==> src/rtl/tmc_pkg.sv <==
`timescale 1ns / 1ps

package tmc_pkg;

    localparam int COL_W      = 6;
    localparam int LINE_W     = 8;
    localparam int GROW_W     = 3;
    localparam int GLYPH_ROWS = 8;
    localparam int FRAME_W    = 8;
    localparam int FLASH_BIT  = 4;
    localparam int BYTE_W     = 8;
    localparam int NIBBLE_W   = 4;
    localparam int PIX_W      = 32;
    localparam int TEXT_AW    = 10;
    localparam int TEXT_DEPTH = 1024;
    localparam int GLYPH_AW   = 11;
    localparam int GLYPH_DEPTH = 2048;

    typedef enum logic [1:0] {
        REQ_CHAR   = 2'd0,
        REQ_COLOUR = 2'd1,
        REQ_GLYPH  = 2'd2,
        REQ_TICK   = 2'd3
    } req_kind_t;

    typedef struct packed {
        logic [COL_W-1:0]   column;
        logic [LINE_W-1:0]  line;
        logic [TEXT_AW-1:0] text_addr;
        logic [GROW_W-1:0]  glyph_row;
        logic               last;
        logic               flash_phase;
    } scan_pos_t;

endpackage

==> src/rtl/tmc_scan.sv <==
`timescale 1ns / 1ps

module tmc_scan
    import tmc_pkg::*;
#(
    parameter int COLUMNS = 40,
    parameter int ROWS    = 24
) (
    input  logic      aclk,
    input  logic      aresetn,
    input  logic      advance,
    output scan_pos_t pos
);

    localparam int CELL_W = LINE_W - GROW_W + COL_W + 1;
    localparam logic [COL_W:0]    COLS_K    = (COL_W + 1)'(COLUMNS);
    localparam logic [COL_W-1:0]  LAST_COL  = COL_W'(COLUMNS - 1);
    localparam logic [LINE_W-1:0] LAST_LINE = LINE_W'(ROWS * GLYPH_ROWS - 1);

    logic [COL_W-1:0]   column_reg, column_next;
    logic [LINE_W-1:0]  line_reg, line_next;
    logic [FRAME_W-1:0] frame_reg, frame_next;
    logic [CELL_W-1:0]  cell_sum;
    logic               frame_start;

    assign frame_start = (column_reg == '0) && (line_reg == '0);
    assign frame_next  = frame_start ? frame_reg + FRAME_W'(1) : frame_reg;

    // Cell index of the text row that holds this scan line plus the column, wrapped to the store.
    assign cell_sum = CELL_W'(line_reg[LINE_W-1:GROW_W]) * CELL_W'(COLS_K)
                    + CELL_W'(column_reg);

    always_comb begin
        pos.column      = column_reg;
        pos.line        = line_reg;
        pos.text_addr   = cell_sum[TEXT_AW-1:0];
        pos.glyph_row   = line_reg[GROW_W-1:0];
        pos.last        = (column_reg == LAST_COL) && (line_reg == LAST_LINE);
        pos.flash_phase = frame_next[FLASH_BIT];
    end

    always_comb begin
        column_next = column_reg + COL_W'(1);
        line_next   = line_reg;
        if (column_reg == LAST_COL) begin
            column_next = '0;
            line_next   = (line_reg == LAST_LINE) ? '0 : line_reg + LINE_W'(1);
        end
    end

    always_ff @(posedge aclk) begin
        if (!aresetn) begin
            column_reg <= '0;
            line_reg   <= '0;
            frame_reg  <= '0;
        end else if (advance) begin
            column_reg <= column_next;
            line_reg   <= line_next;
            frame_reg  <= frame_next;
        end
    end

endmodule

==> config.mk <==
export PLATFORM = sky130hd
export DESIGN_NAME = tmc_scan
export DESIGN_NICKNAME = d
export VERILOG_FILES = /design/src/rtl/tmc_pkg.sv /design/src/rtl/tmc_scan.sv
export SDC_FILE = /design/constraint.sdc
export NUM_CORES = 1
export LEC_CHECK = 0
export ABC_AREA = 1
export ABC_CLOCK_PERIOD_IN_PS = 2500
export BUFFER_PORTS_ARGS = -buffer_cell sky130_fd_sc_hd__buf_2
export CORE_MARGIN = 5
export CORE_UTILIZATION = 55
export CTS_BUF_LIST = sky130_fd_sc_hd__clkbuf_2
export DETAILED_ROUTE_END_ITERATION = 12
export GPL_TIMING_DRIVEN = 0
export HOLD_SLACK_MARGIN = 0.06
export PLACE_DENSITY = 0.91
export RECOVER_POWER = 50
export SETUP_SLACK_MARGIN = 0.1
export SYNTH_ARGS = -nofsm -noshare
export SYNTH_HDL_FRONTEND = slang
export SYNTH_SLANG_ARGS = --single-unit
==> constraint.sdc <==
create_clock -name aclk -period 2.5 [get_ports aclk]
set_clock_uncertainty 0.1 [all_clocks]
set_input_delay 0.375 -clock aclk [delete_from_list [all_inputs] [get_ports aclk]]
set_output_delay 0.375 -clock aclk [all_outputs]
set_load 0.02 [all_outputs]
# Word level (Yosys, flattened, before mapping)
# Cells that the tools add are included.
# totals
ff_bits	22
wordCells	20
out_inout_bits	29
# op_classes
eq_ne	2
mul	1
n_mux	3
reduce_logical	6
addsub	4
# op_table
op	count
adder 8 x 1 -> 8 bit, second input constant	2
adder 10 x 6 -> 10 bit	1
== test 8 bit, second input constant	1
zero test 8 bit	1
2-to-1 mux 8 bit	1
multiplier 5 x 3 -> 7 bit, second input constant	1
adder 6 x 1 -> 6 bit, second input constant	1
== test 6 bit, second input constant	1
zero test 6 bit	1
2-to-1 mux 6 bit	1
2-to-1 mux 5 bit	1
AND reduction 2 bit	2
logical AND 1 bit	2

# Logic depth before layout (Yosys ltp)
# Gate-level depths: netlist of run 1.
# depth
word_depth	3
ltp_mapped	8
depth_no_buf	8

# Worst setup path before layout of run 1
# Ideal clock, no wire load.
# synth_path
path_kind	register to output
from	register line_reg[4]
to	output pos[14] (netlist name)
arrival_ps	2157
setup_slack_ps	-132
required_ps	2025
stages_incl_launch_ff	7
cell_sequence	dfxtp_1 -> ha_1 -> ha_1 -> fa_1 -> xor2_1 -> nand3_1 -> xor2_1
# synth_lines
item	line_no	text
start, declared	tmc_scan.sv:21	logic [LINE_W-1:0] line_reg, line_next;
start signal, assigned	tmc_scan.sv:58	line_reg <= line_next;
end, declared	tmc_scan.sv:12	output scan_pos_t pos

==> results.json, run 1 <==
{
  "synthTopCellsByArea": "dfxtp_1 27%, ha_1 12%, nand2_1 11%, nor2_1 6.6%, xor2_1 6.1%",
  "cts_tree": "built",
  "worst_pin_slew_ns": 0.332,
  "ir_drop_uv": 333,
  "die_width_um": 60.9,
  "chipHeight_um": 60.9,
  "crit_type": "flop to primary output",
  "synth_cell_types": 27,
  "vias": 1458,
  "hold_buffers": 0,
  "setup_violations": 2,
  "antenna_cells": 0,
  "antenna_found_initial": 0,
  "crit_arrival_ns": 2.09,
  "wirelength_um": 3510,
  "clockBufferDepth": 2,
  "place_inst": 259,
  "drtIter0Drc": 36,
  "layout.cells.non_filler": 271,
  "r2r-start": "column_reg[0]",
  "clkTransAtPathRegs_ns": 0.19,
  "path_max_fanout": 3,
  "min_path_cells": 3,
  "core_area_um2": 2480,
  "die_area_um2": 3710,
  "fill_cells": 214,
  "start_util": 0.576,
  "layout.nets": 261,
  "drv_slew": 0,
  "synth_top_area_share": 0.266,
  "drive_above_1_share": 0.261,
  "clockRootBuffer": "clkbuf_2",
  "syn_nets": 217,
  "grt_max_degree": 11,
  "synthToLayoutAreaGrowth_pct": 24.5,
  "first_pass_iters": 4,
  "holdPathEnd": "line_reg[1]",
  "seqCellArea_um2": 395,
  "fin_crit_sh": 1.03,
  "grt_overflow": 0,
  "power_mw": 0.534,
  "max-slew-margin-rel": 0.778,
  "avgSynthCellArea_um2": 7.21,
  "post_drt_wl_per_cell_um": 13.0,
  "rsz0062_at_grt": "true",
  "grt_use_total": 0.204,
  "start_kind": "flop",
  "ys_seq_elements": 19,
  "fmax_mhz": 389,
  "layout_setup_ws_ns": -0.0684,
  "r2r_cells": 8,
  "outcome": "finished, violations left",
  "ys_seq_area_frac": 0.266,
  "fin_crit_ns": 2.57,
  "multi_input_area_um2": 977,
  "largest_register_ffs": 8,
  "violations": "setup timing",
  "dp_hpwl_um": 2470,
  "via_per_inst": 5.38,
  "grt_pass1_wl_um": 5710,
  "cp-end-kind": "primary output",
  "route.detailed.drc": 0,
  "antenna_left": 0,
  "clkLatencyLatePin_ns": 0.33,
  "leakage_nw": 0.935,
  "required_ns": 2.03,
  "max_cap_violations": 0,
  "htreeDepth": 1,
  "port_buffers": 31,
  "finalHoldViolations": 0,
  "hp-class": "primary input to flop",
  "yosys.area.top_type": "dfxtp_1",
  "num_rows": 18,
  "worstReg2RegEnd": "line_reg[5]",
  "grt_pass1_vias": 1372,
  "powerDensity_nw_per_um2": 300,
  "netlist_instances": 198,
  "r2r_setup_slack_ns": 0.45,
  "hp-start": "aresetn",
  "cts-buffers-inserted": 3,
  "ys.warnings.count": 0,
  "place.gp.congestion": 0.817,
  "io_pins": 32,
  "cts_sinks": 19,
  "synth_area_um2": 1430
}
==> cells in the mapped netlist, drive strengths merged <==
library cell	count
nor2	28
nor3	5
xnor2	1
o21ai	5
nand4	7
nand3	18
fa	2
dfxtp	19
xor2	10
o21bai	2
and3	1
a21oi	10
buf	7
ha	14
inv	22
nand2	46
a211oi	1
==> critical path, stage by stage (launching register included) <==
cell and delay (ns):
dfxtp_4 0.39, ha_4 0.24, ha_4 0.16, fa_2 0.57, nand3_2 0.11, xnor2_2 0.14, buf_4 0.15
==> cell usage in the layout (no fill, tap or decap), types with 7 or more instances in the layout <==
master	Yosys	final
ha_1	14	10
nand3_1	16	15
buf_4	6	17
clkbuf_1	0	12
buf_2	1	16
xor2_1	10	8
a21oi_1	10	10
nor2_1	25	26
inv_1	20	20
nand4_1	7	7
nand2_1	42	43
dfxtp_1	19	15
==> final cells by class <==
cell class / count / share of cell area
Sequential cell: 19 / 0.223
Multi-Input combinational cell: 150 / 0.550
Clock buffer: 4 / 0.0113
Inverter: 22 / 0.0465
Buffer: 7 / 0.0282
Tap cell: 30 / 0.0211
Timing Repair Buffer: 39 / 0.120
==> repair_timing <==
action,in CTS,in global routing
pin swaps,5,6
buffers inserted,6,2
endpoints found under the setup margin,4,4
resized for setup,13,7
==> power breakdown <==
group          total, mW  internal, mW  switching (mW)
Combinational     0.0761        0.0259          0.0501
Sequential         0.315         0.306         0.00847
Clock              0.143        0.0423           0.100
==> cells by family (layout without fill, tap and decap cells) <==
kind of cell	after synthesis	in the layout	synth area share
DFF	19	19	0.266
buffers and inverters	29	72	0.0929
adders and majority gates	16	16	0.151
and+or+nand+nor	105	105	0.351
xor gates and xnor gates	11	11	0.0675
AOI/OAI and AO/OA	18	18	0.0710
==> per-layer routing <==
layer	track usage	part of all wire	up-vias
met5	0	0	-
met4	0.118	0.031	0
met3	0.0191	0.055	13
met2	0.347	0.49	56
met1	0.249	0.42	659
li1	-	-	730
==> metrics by stage <==
step	setup TNS [ns]	worst slack, ns	instance area [um2]	hold slack [ns]	utilization
2_1_floorplan	0	0.116	1460	0.371	-
3_5_place_dp	0	0.0172	1650	0.400	0.665
5_1_grt	-0.350	-0.152	1780	0.200	0.717
3_3_place_gp	0	0.0636	1650	0.388	0.665
6_report	-0.116	-0.0684	1780	0.209	0.717
4_1_cts	-0.188	-0.0974	1770	0.218	0.713
==> worst max-delay path by stage <==
stage / startpoint / end / slack (ns) / cells past startpoint
floorplan: line_reg[5] / pos[14] / 0.12 / 5
global placement: line_reg[4] / pos[14] / 0.06 / 7
detailed placement: line_reg[4] / pos[14] / 0.02 / 7
CTS: line_reg[6] / pos[13] / -0.1 / 7
global route: line_reg[6] / pos[13] / -0.15 / 6
finish: line_reg[6] / pos[13] / -0.07 / 6
(Power assumes the default switching activity.)
==> inputs of run 2 (changes only) <==
--- a/constraint.sdc
+++ b/constraint.sdc
@@ -4,2 +4,2 @@
 set_output_delay 0.375 -clock aclk [all_outputs]
-set_load 0.02 [all_outputs]
+set_load 0.01 [all_outputs]
==> run 2 against run 1 <==
  * The flow still finishes with violations (setup timing)
  * Via count fell by 0.48%
  * Setup slack improved by 0.016 ns
  * Register-to-register slack improved by 0.04 ns
  * Clock-buffer cell count did not move
  * Worst hold slack improved by 0.026 ns
  * Routed wire length fell by 3.0%
  * Sequential power barely moved
  * Non-clock buffer count rose by 1
  * Sequential cell count did not move
  * First-iteration DRC count rose by 33%
  * Die area did not move
  * Critical path type unchanged
  * Largest cell class unchanged
  * Largest power group unchanged
==> results.json, run 2 (synthesis results as in run 1) <==
{
  "outcome": "finished, violations left",
  "r2r_cells": 8,
  "worstReg2RegEnd": "line_reg[0]",
  "fmax_mhz": 392,
  "crit_path_max_incr_delay_ns": 0.59,
  "finalHoldViolations": 0,
  "r2r-start": "column_reg[1]",
  "layout.nets": 262,
  "layout_commonest_cell": "nand2_1",
  "clockBufferDepth": 2,
  "r2r_setup_slack_ns": 0.49,
  "fin_crit_sh": 1.02,
  "power_mw": 0.520,
  "rsz0062_at_grt": "true",
  "setup_violations": 3,
  "layout_setup_ws_ns": -0.0527,
  "port_buffers": 31,
  "wirelength_um": 3400,
  "drv_slew": 0,
  "worst_path_dominant_cell_family": "adder cells",
  "clkTransAtPathRegs_ns": 0.17,
  "grt_max_degree": 11,
  "holdPathEnd": "line_reg[6]",
  "hold_buffers": 0,
  "place.gp.congestion": 0.809,
  "max_cap_violations": 0,
  "cp_cell_sequence": "ha_4 > ha_4 > fa_2 > buf_6 > xor2_1 > buf_2",
  "io_pins": 32,
  "grt_overflow": 0,
  "largest_register_ffs": 8,
  "violations": "setup timing",
  "dp_hpwl_um": 2400,
  "start_kind": "flop",
  "via_per_inst": 5.33,
  "powerDensity_nw_per_um2": 296,
  "cts-buffers-inserted": 3,
  "crit_type": "flop to primary output",
  "drive_above_1_share": 0.273,
  "die_width_um": 60.9,
  "worst-path-buf-inv": 2,
  "antenna_left": 0,
  "num_rows": 18,
  "antenna_found_initial": 0,
  "fin_crit_ns": 2.55,
  "htreeDepth": 1,
  "grt_pass1_wl_um": 5910,
  "die_area_um2": 3710,
  "antenna_cells": 0,
  "synthToLayoutAreaGrowth_pct": 23.2,
  "start_util": 0.576,
  "hp-start": "aresetn",
  "grt_use_total": 0.208,
  "hp-class": "primary input to flop",
  "final_cell_mix": "44 x nand2_1, 26 x nor2_1, 24 x buf_2, 20 x inv_1",
  "min_path_cells": 3,
  "cpMaxStageDelayCell": "fa_2",
  "leakage_nw": 0.954,
  "vias": 1451,
  "worst_pin_slew_ns": 0.362,
  "cts_tree": "built",
  "route.detailed.drc": 0,
  "cp-end-kind": "primary output",
  "max-slew-margin-rel": 0.758,
  "required_ns": 2.03,
  "core_area_um2": 2480,
  "crit_arrival_ns": 2.08,
  "chipHeight_um": 60.9,
  "path_max_fanout": 3,
  "whs_ns": 0.235,
  "cpMostUsedCell": "ha_4",
  "clkLatencyLatePin_ns": 0.30,
  "clockRootBuffer": "clkbuf_2",
  "cts_sinks": 19,
  "grt_pass1_vias": 1402,
  "first_pass_iters": 4,
  "post_drt_wl_per_cell_um": 12.5,
  "ir_drop_uv": 321,
  "drtIter0Drc": 48
}
==> run 2: cell types whose count changed in the layout (fill, tap and decap cells not counted), sizes merged <==
cell    delta
buf        +2
clkbuf     -1
==> run 2: per-stage QoR <==
stage | cell area, um2 | setup WS (ns) | TNS (ns) | std cells | util
final | 1760 | -0.0527 | -0.128 | 272 | 0.710
after global placement | 1620 | 0.0965 | 0 | 259 | 0.655
after detailed placement | 1620 | 0.0519 | 0 | 259 | 0.655
after global routing | 1760 | -0.150 | -0.380 | 272 | 0.710
after floorplan | 1430 | 0.175 | 0 | 198 | -
after CTS | 1750 | -0.0563 | -0.142 | 271 | 0.706
==> run 2: how the worst max path moves through the flow <==
| stage | start | endpoint | slack (ns) | depth (start not counted) |
|---|---|---|---|---|
| after floorplan | line_reg[6] | pos[14] | 0.17 | 6 |
| after global placement | line_reg[6] | pos[14] | 0.1 | 7 |
| after detailed placement | line_reg[6] | pos[14] | 0.05 | 7 |
| after CTS | line_reg[4] | pos[14] | -0.06 | 6 |
| after global routing | line_reg[4] | pos[12] | -0.15 | 6 |
| final | line_reg[4] | pos[12] | -0.05 | 6 |
==> run 2: routing by layer <==
layer,wire (um),share of wire,global-route usage
met5,0,0,0
met4,44,0.013,0.0743
met3,119,0.035,0.0234
met2,1750,0.51,0.373
met1,1490,0.44,0.254
==> run 2: layout make-up <==
class / count / area, um2
Buffer: 7 / 50.0
Clock buffer: 4 / 20.0
Fill cell: 224 / 718
Inverter: 22 / 82.6
Multi-Input combinational cell: 150 / 957
Sequential cell: 19 / 395
Tap cell: 30 / 37.5
Timing Repair Buffer: 40 / 216
==> run 2: worst reg2reg max path, stage by stage (launching register included) <==
cell,delay [ns]
dfxtp_1,0.43
ha_1,0.21
nand3_1,0.12
nor2_1,0.27
nand2_1,0.26
nand2_1,0.29
nand2_4,0.11
o21ai_1,0.09
inv_1,0.04
==> run 2: power by group <==
part           switching, mW  internal (mW)  leakage, nW  total (mW)
sequential           0.00786          0.306        0.157       0.314
clock                 0.0935         0.0424       0.0166       0.136
combinational         0.0437         0.0263        0.780      0.0700
total                  0.145          0.375        0.954       0.520
==> run 2: timing repair <==
| item | CTS | global route |
|---|---|---|
| endpoints found under the setup margin | 4 | 4 |
| pin swaps | 3 | 4 |
| setup buffers | 8 | 1 |
| resized for setup | 12 | 7 |
==> inputs of run 3 (changes only) <==
Settings changed: BUFFER_PORTS_ARGS -buffer_cell sky130_fd_sc_hd__buf_2 to -buffer_cell sky130_fd_sc_hd__clkbuf_2.
==> run 3 against run 2 <==
  * The run still ends with setup timing left
  * Maximum frequency is 1.6% higher
  * Sequential power about the same
  * Routed wire length fell by 7.8%
  * Sequential share of layout area about the same
  * Setup slack gained 0.040 ns
  * Global-route usage decreased by 1.2 points
  * Clock power up 4%
  * Largest cell class unchanged
==> results.json, run 3 (synthesis results as in run 1) <==
{
  "fmax_mhz": 398,
  "num_rows": 18,
  "required_ns": 2.03,
  "multi_input_area_um2": 982,
  "rsz0062_at_grt": "true",
  "hp-start": "aresetn",
  "vias": 1398,
  "place.gp.congestion": 0.836,
  "comb_power_share": 0.136,
  "cts_sinks": 19,
  "outcome": "finished, violations left",
  "violations": "setup timing",
  "finalHoldViolations": 0,
  "post_drt_wl_per_cell_um": 11.7,
  "antenna_left": 0,
  "grt_use_met3": 0.0255,
  "first_pass_iters": 4,
  "drtIter0Drc": 61,
  "start_util": 0.576,
  "grt_pass1_vias": 1352,
  "start_kind": "flop",
  "max-slew-margin-rel": 0.783,
  "globalRouteMet2Util": 0.347,
  "min_path_cells": 3,
  "clockRootBuffer": "clkbuf_2",
  "dp_hpwl_um": 2420,
  "switchingPower_mw": 0.158,
  "drv_slew": 0,
  "die_width_um": 60.9,
  "cp-end-kind": "primary output",
  "layout_commonest_cell": "nand2_1",
  "powerDensity_nw_per_um2": 299,
  "final_cell_mix": "42 x nand2_1, 27 x clkbuf_2, 25 x nor2_1, 20 x inv_1, 15 x nand3_1",
  "pwr-share-clk": 0.267,
  "largest_register_ffs": 8,
  "fin_crit_ns": 2.51,
  "path_max_fanout": 3,
  "port_buffers": 31,
  "leakage_nw": 0.938,
  "grt_use_total": 0.196,
  "layout.nets": 259,
  "clkLatencyLatePin_ns": 0.33,
  "fill_cells": 218,
  "core_area_um2": 2480,
  "cts_tree": "built",
  "grt.busiest_layer": "met2",
  "clkTransAtPathRegs_ns": 0.19,
  "place_ws_ns": 0.0158,
  "cpMostUsedCell": "ha_4",
  "ir_drop_uv": 360,
  "clockBufferDepth": 2,
  "via_per_inst": 5.20,
  "holdPathEnd": "line_reg[6]",
  "worstReg2RegEnd": "line_reg[0]",
  "layout_setup_ws_ns": -0.0127,
  "r2r-start": "column_reg[1]",
  "r2r_setup_slack_ns": 0.92,
  "crit_type": "flop to primary output",
  "crit_arrival_ns": 2.04,
  "synthToLayoutAreaGrowth_pct": 23.6,
  "cp_cell_sequence": "ha_4 > ha_4 > fa_2 > nand3_1 > xor2_1 > buf_2",
  "drive_above_1_share": 0.293,
  "grt_pass1_wl_um": 5600,
  "seqCellArea_um2": 397,
  "post-route-util": 0.712,
  "crit_path_max_incr_delay_ns": 0.56,
  "hp-class": "primary input to flop",
  "max_cap_violations": 0,
  "worst_pin_slew_ns": 0.325,
  "use_met1": 0.239,
  "die_area_um2": 3710,
  "p_seq_frac": 0.596,
  "route.detailed.drc": 0,
  "setup_violations": 1,
  "r2r_cells": 8,
  "htreeDepth": 1,
  "cts-buffers-inserted": 3,
  "wirelength_um": 3140,
  "grt_max_degree": 12,
  "cpMaxStageDelayCell": "fa_2",
  "power_mw": 0.527,
  "internal_power_mw": 0.370,
  "antenna_cells": 0,
  "antenna_found_initial": 0,
  "fin_crit_sh": 1.01,
  "chipHeight_um": 60.9,
  "io_pins": 32,
  "p_sw_frac": 0.299,
  "grt_overflow": 0
}
-- run 3: per-stage QoR --
stage	hold WS, ns	cells	instance area, um2	setup TNS (ns)
floorplan	0.371	198	1430	0
global placement	0.388	259	1620	0
detailed placement	0.395	259	1620	0
CTS	0.238	269	1760	-0.0224
global route	0.249	269	1760	-0.195
finish	0.229	269	1760	-0.0127
-- run 3: per-layer routing --
layer  part of all wire  routed length [um]  vias up
met5                  0                   0        -
met4              0.017                  53        0
met3              0.052                 162        7
met2               0.50                1550       43
met1               0.44                1370      618
li1                   -                   -      730
-- run 3: final cells by class --
type                    count  area share
plain buffers               7      0.0284
clock buffers               3     0.00851
clock inverters             1     0.00284
inverters                  22      0.0468
multi-input cells         150       0.557
flip-flops and latches     19       0.225
well taps                  30      0.0213
repair buffers             37       0.111
-- run 3: critical path, delay by kind of cell, from the launching register on --
family	cells	cell delay (ns)
xor gates and xnor gates	1	0.14
and+or+nand+nor	1	0.09
buffers and inverters	1	0.13
DFF	1	0.40
adders and majority gates	3	0.95
-- run 3: how the worst max path moves through the flow --
stage                   end  slack [ns]   startpoint  cells after the start
floorplan           pos[14]        0.17  line_reg[6]                      6
global placement    pos[14]        0.09  line_reg[6]                      7
detailed placement  pos[14]        0.02  line_reg[6]                      7
CTS                 pos[14]       -0.02  line_reg[6]                      7
global route        pos[13]        -0.1  line_reg[6]                      6
finish              pos[14]       -0.01  line_reg[6]                      6
-- run 3: power groups by stage --
| stage | Clock [mW] | Combinational, mW | Sequential [mW] |
|---|---|---|---|
| 2_1_floorplan | 0 | 0.0497 | 0.325 |
| 3_3_place_gp | 0 | 0.0700 | 0.325 |
| 3_5_place_dp | 0 | 0.0724 | 0.325 |
| 4_1_cts | 0.139 | 0.0728 | 0.314 |
| 5_1_grt | 0.152 | 0.0811 | 0.317 |
| 6_report | 0.141 | 0.0719 | 0.314 |
-- run 3: repair_timing --
action	4_1_cts	5_1_grt
hold buffers	0	0
setup endpoints to repair	4	4
endpoints found under the hold margin	0	0
pin swaps	5	3
gates resized for setup	15	5
buffers inserted	6	0
